[src/rtl/assert_macros.svh]
// Assertion helpers shared by the RTL modules.
// Both expect i_clk in the module; SSS_ASSERT also i_rst_n.
`ifndef ASSERT_MACROS_SVH
`define ASSERT_MACROS_SVH

// Checked on every rising edge outside reset.
`define SSS_ASSERT(lbl, prop, msg) \
    lbl: assert property (@(posedge i_clk) disable iff (!i_rst_n) prop) \
        else $error(msg);

// Checked on every rising edge, reset included.
`define SSS_ASSERT_RST(lbl, prop, msg) \
    lbl: assert property (@(posedge i_clk) prop) else $error(msg);

`endif

[src/rtl/sss_pkg.sv]
package sss_pkg;

    // Fixed port widths of the item fields.
    localparam int KEY_W  = 10;
    localparam int POS_W  = 10;
    localparam int VAL_W  = 32;
    localparam int STAT_W = 2;
    localparam int ECNT_W = 11;

    // Operation carried by an input item.
    typedef enum logic [1:0] {
        KIND_INSERT = 2'd0,
        KIND_REMOVE = 2'd1,
        KIND_LOOKUP = 2'd2,
        KIND_READ   = 2'd3
    } t_kind;

    // Result status codes.
    localparam logic [STAT_W-1:0] ST_OK      = 2'd0;
    localparam logic [STAT_W-1:0] ST_PRESENT = 2'd1;
    localparam logic [STAT_W-1:0] ST_ABSENT  = 2'd2;

    // Commands from the controller to the datapath.
    typedef struct packed {
        logic clr_step;
        logic accept;
        logic eval;
        logic fetch;
        logic load_out;
    } t_cmd;

    // Status from the datapath to the controller.
    typedef struct packed {
        logic clr_last;
        logic need_fetch;
        logic out_busy;
    } t_sts;

endpackage

[src/rtl/sss_ctrl.sv]
`include "assert_macros.svh"

module sss_ctrl import sss_pkg::*; (
    input  logic i_clk,
    input  logic i_rst_n,
    input  logic i_valid,
    output logic o_ready,
    input  t_sts i_sts,
    output t_cmd o_cmd
);

    typedef enum logic [2:0] {
        S_CLEAR,
        S_IDLE,
        S_EVAL,
        S_FETCH,
        S_DONE
    } t_state;

    t_state r_state;
    t_state n_state;
    t_cmd   cmd;

    // Commands and next state follow from the current state.
    always_comb begin
        cmd     = '0;
        n_state = r_state;
        unique case (r_state)
            S_CLEAR: begin
                cmd.clr_step = 1'b1;
                if (i_sts.clr_last) begin
                    n_state = S_IDLE;
                end
            end
            S_IDLE: begin
                if (i_valid) begin
                    cmd.accept = 1'b1;
                    n_state    = S_EVAL;
                end
            end
            S_EVAL: begin
                cmd.eval = 1'b1;
                n_state  = i_sts.need_fetch ? S_FETCH : S_DONE;
            end
            S_FETCH: begin
                cmd.fetch = 1'b1;
                n_state   = S_DONE;
            end
            S_DONE: begin
                if (!i_sts.out_busy) begin
                    cmd.load_out = 1'b1;
                    n_state      = S_IDLE;
                end
            end
            default: begin
                n_state = S_CLEAR;
            end
        endcase
    end

    // State register; reset starts the clearing pass over the valid marks.
    always_ff @(posedge i_clk) begin
        if (!i_rst_n) begin
            r_state <= S_CLEAR;
        end else begin
            r_state <= n_state;
        end
    end

    assign o_ready = (r_state == S_IDLE);
    assign o_cmd   = cmd;

    // An accepted item is evaluated in the very next cycle.
    `SSS_ASSERT(a_accept_eval, cmd.accept |=> (r_state == S_EVAL), "accept not followed by eval")
    // Reset always restarts the clearing pass.
    `SSS_ASSERT_RST(a_reset_clear, !i_rst_n |=> (r_state == S_CLEAR), "reset did not clear")
    // Only a hit lookup takes the second read.
    `SSS_ASSERT(a_fetch_src, (r_state == S_FETCH) |-> $past(cmd.eval && i_sts.need_fetch),
        "fetch without a lookup hit")

endmodule

[config.mk]
export PLATFORM = sky130hd
export DESIGN_NAME = sss_ctrl
export DESIGN_NICKNAME = d
export VERILOG_FILES = /design/src/rtl/sss_pkg.sv /design/src/rtl/sss_ctrl.sv
export VERILOG_INCLUDE_DIRS = /design/src /design/src/rtl
export SDC_FILE = /design/constraint.sdc
export NUM_CORES = 1
export LEC_CHECK = 0
export ABC_CLOCK_PERIOD_IN_PS = 1400
export BUFFER_PORTS_ARGS = -buffer_cell sky130_fd_sc_hd__clkbuf_2
export CORE_AREA = 10 10 47 49
export CTS_BUF_LIST = sky130_fd_sc_hd__clkbuf_8
export DETAILED_ROUTE_END_ITERATION = 7
export DIE_AREA = 0 0 57 59
export PLACE_DENSITY = 0.45
export SLEW_MARGIN = 0
export SYNTH_ARGS = -nofsm -noshare
export SYNTH_HDL_FRONTEND = slang
export SYNTH_SLANG_ARGS = --single-unit
[constraint.sdc]
create_clock -name i_clk -period 1.4 [get_ports i_clk]
set_input_delay 0.14 -clock i_clk [delete_from_list [all_inputs] [get_ports i_clk]]
set_output_delay 0.14 -clock i_clk [all_outputs]
set_load 0.03 [all_outputs]
# Yosys cells after proc, flatten, opt, wreduce, memory -nomap -nowiden

Index checks and enable logic that the tools add are counted.

Bits in registers: 3
Output and inout port bits: 6
Logic and storage cells: 22

Eq/ne operators: 7
Multiplexer cells: 12
Reductions and logical operators: 2

Operator list:

| operator             | number |
|---|---|
| $pmux W3 S5          | 1 |
| $mux W3              | 4 |
| $mux W1              | 7 |
| $eq A3 B2 Y1 const B | 2 |
| $ne A2 B2 Y1 const B | 3 |
| $eq A3 B1 Y1 const B | 1 |
| $eq A3 B3 Y1 const B | 1 |
| $logic_not A3 Y1     | 1 |
| $reduce_and A3 Y1    | 1 |

# Depth between registers and ports, before layout

Depth in word-level cells: 3
Mapped depth: 4
Depth with buffers taken out: 3

# Worst setup path after synthesis

OpenSTA, ideal clock, no wires.

Kind: register to output
Start: register r_state[2]
End: output o_cmd[0] (netlist bit)
Data arrival time: 1175 ps
Data required time: 1260 ps
Setup slack: 85 ps
Stages on the path, launching flop included: 4
Buffers on the path: 1
Cells stage by stage: dfxtp_1 buf_2 nand2b_1 nor3_1

RTL lines:

| what                   | line           | RTL |
|---|---|---|
| from (decl)            | sss_ctrl.sv:20 | `t_state r_state;` |
| from (signal assigned) | sss_ctrl.sv:66 | `r_state <= n_state;` |
| to (decl)              | sss_ctrl.sv:9  | `output t_cmd o_cmd` |

==> impl_results.md <==
- Drt first-iter violations: 1
- DR WL/cell: between 10 and 15 um
- Synth cell types: 17
- H-tree level count: 1
- Die width: 57 um
- Logic pwr share: between 20 and 30%
- XOR/XNOR Fraction of Synth Area: 0%
- Net switching power: roughly 0.00017 W
- FP Rows: 14
- Die ar.: 3360 sq um
- Sequential share of the synthesized area: 25.0%
- Antenna cells: 0
- Synth Instances: 31
- Most frequent cells after synthesis: nor3_1 (5), nand2b_1 (4), nor2_1 (4)
- Setup Viol. Count Final: 0
- Vias in the first global route: between 200 and 250
- Cell taking the most area after synthesis: dfxtp_1
- Top-count cell post-synth: nor3_1
- Mean Syn Cell Area: ~7.7 sq um
- Initial antenna violation count: 0
- Power per Cell Area: between 1000 and 1500 nW/um^2
- Post-placement cell count: 56
- Hold Fails Final Rpt: 0
- Initial Utilization: 17.1%
- Int Pwr: between 0.0003 and 0.0004 W
- CTS tree: yes
- Largest net degree at the start of global routing: 11
- Yosys top cell area share: 25.0%
- Compound-gate portion of the synthesized area: 18.8%
- Post_cts resized: 0
- Worst EP arrival: approximately 1.2 ns
- Largest registers: r_state (3)
- Mux share of post-synthesis cell area: 4.17%
- Status: finished clean
- Sink Count: 3
- Worst-path cell chain: nor2_1, and3_2, clkbuf_2
- Post-Synth Simple-Gate Area: 39.1%
- Clock power share: 46.5%
- Worst-path clk slew: around 0.03 ns
- Setup ws final: between 0.06 and 0.07 ns
- Mapped Area: 240 sq um
- Area Overhead vs Synth: 44.8%
- Root Driver: clkbuf_8
- Critical path launch point type: flip-flop
- Max Root-Sink Buffers: 2
- Seq cells post-synth: 3
- Largest family of logic cells by synthesized area: simple AND/OR/NAND/NOR gates
- Unrepaired setup endpoints after global routing: no
- Clock Latency Late Sink: 0.21 ns
- Global-route wire length before repair: 959 um
- Static leakage: 0.172 nW
- Total wire length: 660 um
- Max Cap Viol: 0
- Max reg flops: 3
- Total track usage: 3.92%
- Clock Skew: roughly 0.0013 ns
- Via count: 264
- Top Ports: 12
- Critical Path End Type: primary output
- Place WS: about 0.18 ns
- CTS buffer count: 3
- Tmin final: 1.34 ns
- CTS Hold Buffers Added: 0
- Worst VDD drop: 0.432 mV
- Rel. slew slack: 78.8%
- Post-CTS setup buffer count: 0
- Syn_nets: 37
- Fin crit share: 95.6%
- Grt total ovfl: 0
- Crit Path Class: reg2out
- Pre-antenna DRT Iters: 2
- Pins Over Slew Limit: 0
- Fmax: approximately 750 MHz
- Core area: 1400 sq um
- Synth Area in Adders: 0%
- PortBufs: 11
- Flop pwr share: 23.9%
- Main flop type after synthesis: dfxtp_1
- Fin cells: 60
- Delay of the slowest critical-path stage: ~0.47 ns
- Slowest CP cell: dfxtp_1
- # nets final: 51
- Setup TNS: 0 ns
- Hold Crit Class: in2reg
- Switching Share: around 33%
- Die Height: just under 60 um
- Post-synth ARST share: 0%
- Placer Congestion: between 0.7 and 0.8
- Critical Path RT: 1.26 ns
- Most flops, register: r_state
- Detail Route Antenna Nets: 0
- Critical path peak fanout: 10
- Layout cells sized above 1: approximately 45%
- Drt via density: between 4 and 5
- DRC Markers: 0
- Worst slew pin tran: 0.318 ns
- Synth warn: 0
- Post-synth EDFFs: 0
- Top cells by area, synth: dfxtp_1 (25%), nand2b_1 (10%), nor3_1 (10%)
-- power groups by stage --
stage                     clock, W  combinational, W  sequential [W]
after CTS                 0.000247          0.000157        0.000124
after detailed placement         0          0.000156        0.000125
after global placement           0          0.000159        0.000125
after global routing      0.000255          0.000171        0.000127
final                     0.000242          0.000154        0.000124
after floorplan                  0          0.000145        0.000101
-- kinds of logic after synthesis --
logic type | Yosys count
AO/OA/AOI/OAI | 5
multiplexers | 1
flip-flops | 3
buffers and inverters | 5
AND/OR/NAND/NOR | 17
-- stage by stage --
step | util (%) | hold slack, ns | area (sq um) | total power [W]
detailed placement | 21.5 | 0.402 | 302 | 0.000282
CTS | 24.7 | 0.178 | 347 | 0.000529
global route | 24.8 | 0.188 | 348 | 0.000553
floorplan | - | 0.286 | 240 | 0.000246
global placement | 21.5 | 0.405 | 302 | 0.000284
finish | 24.8 | 0.181 | 348 | 0.000520
-- path summary, 6_finish.rpt --
kind / from / end / slack [ns] / depth (start not counted)
hold / removal: i_rst_n / r_state[0] / 0.18 / 2
setup / recovery: r_state[2] / o_cmd[3] / 0.06 / 3
setup reg to reg: r_state[0] / r_state[2] / 0.17 / 3
hold reg to reg: r_state[2] / r_state[1] / 0.61 / 1
-- cell usage in the layout (no fill, tap or decap), types with 2 or more instances in the layout --
master,synthesis,routed
clkbuf_2,0,11
nand2b_1,4,4
dfxtp_1,3,2
nor2_1,4,4
inv_1,1,2
nor3_1,5,5
a21oi_1,2,2
clkbuf_8,0,3
-- worst max-delay path: cells and delay by family (launching register included) --
| kind | cells | cell delay [ns] |
|---|---|---|
| buf+inv | 1 | 0.18 |
| flops | 1 | 0.47 |
| simple gates | 2 | 0.34 |
-- area by class of cell --
| class | instances | area [sq um] |
|---|---|---|
| clock buffer | 3 | 41.3 |
| clock inverter | 1 | 3.75 |
| fill | 170 | 1050 |
| inverter | 2 | 10.0 |
| multi-input combinational | 23 | 149 |
| sequential | 3 | 61.3 |
| tap | 16 | 20.0 |
| timing repair buffer | 12 | 62.6 |
-- layer usage --
layer	GRT usage [%]	wire length, um
met4	5.03	33
met2	4.96	284
met5	0	0
met3	2.79	59
met1	3.65	283
No activity file was read; power rests on OpenSTA's default activity.
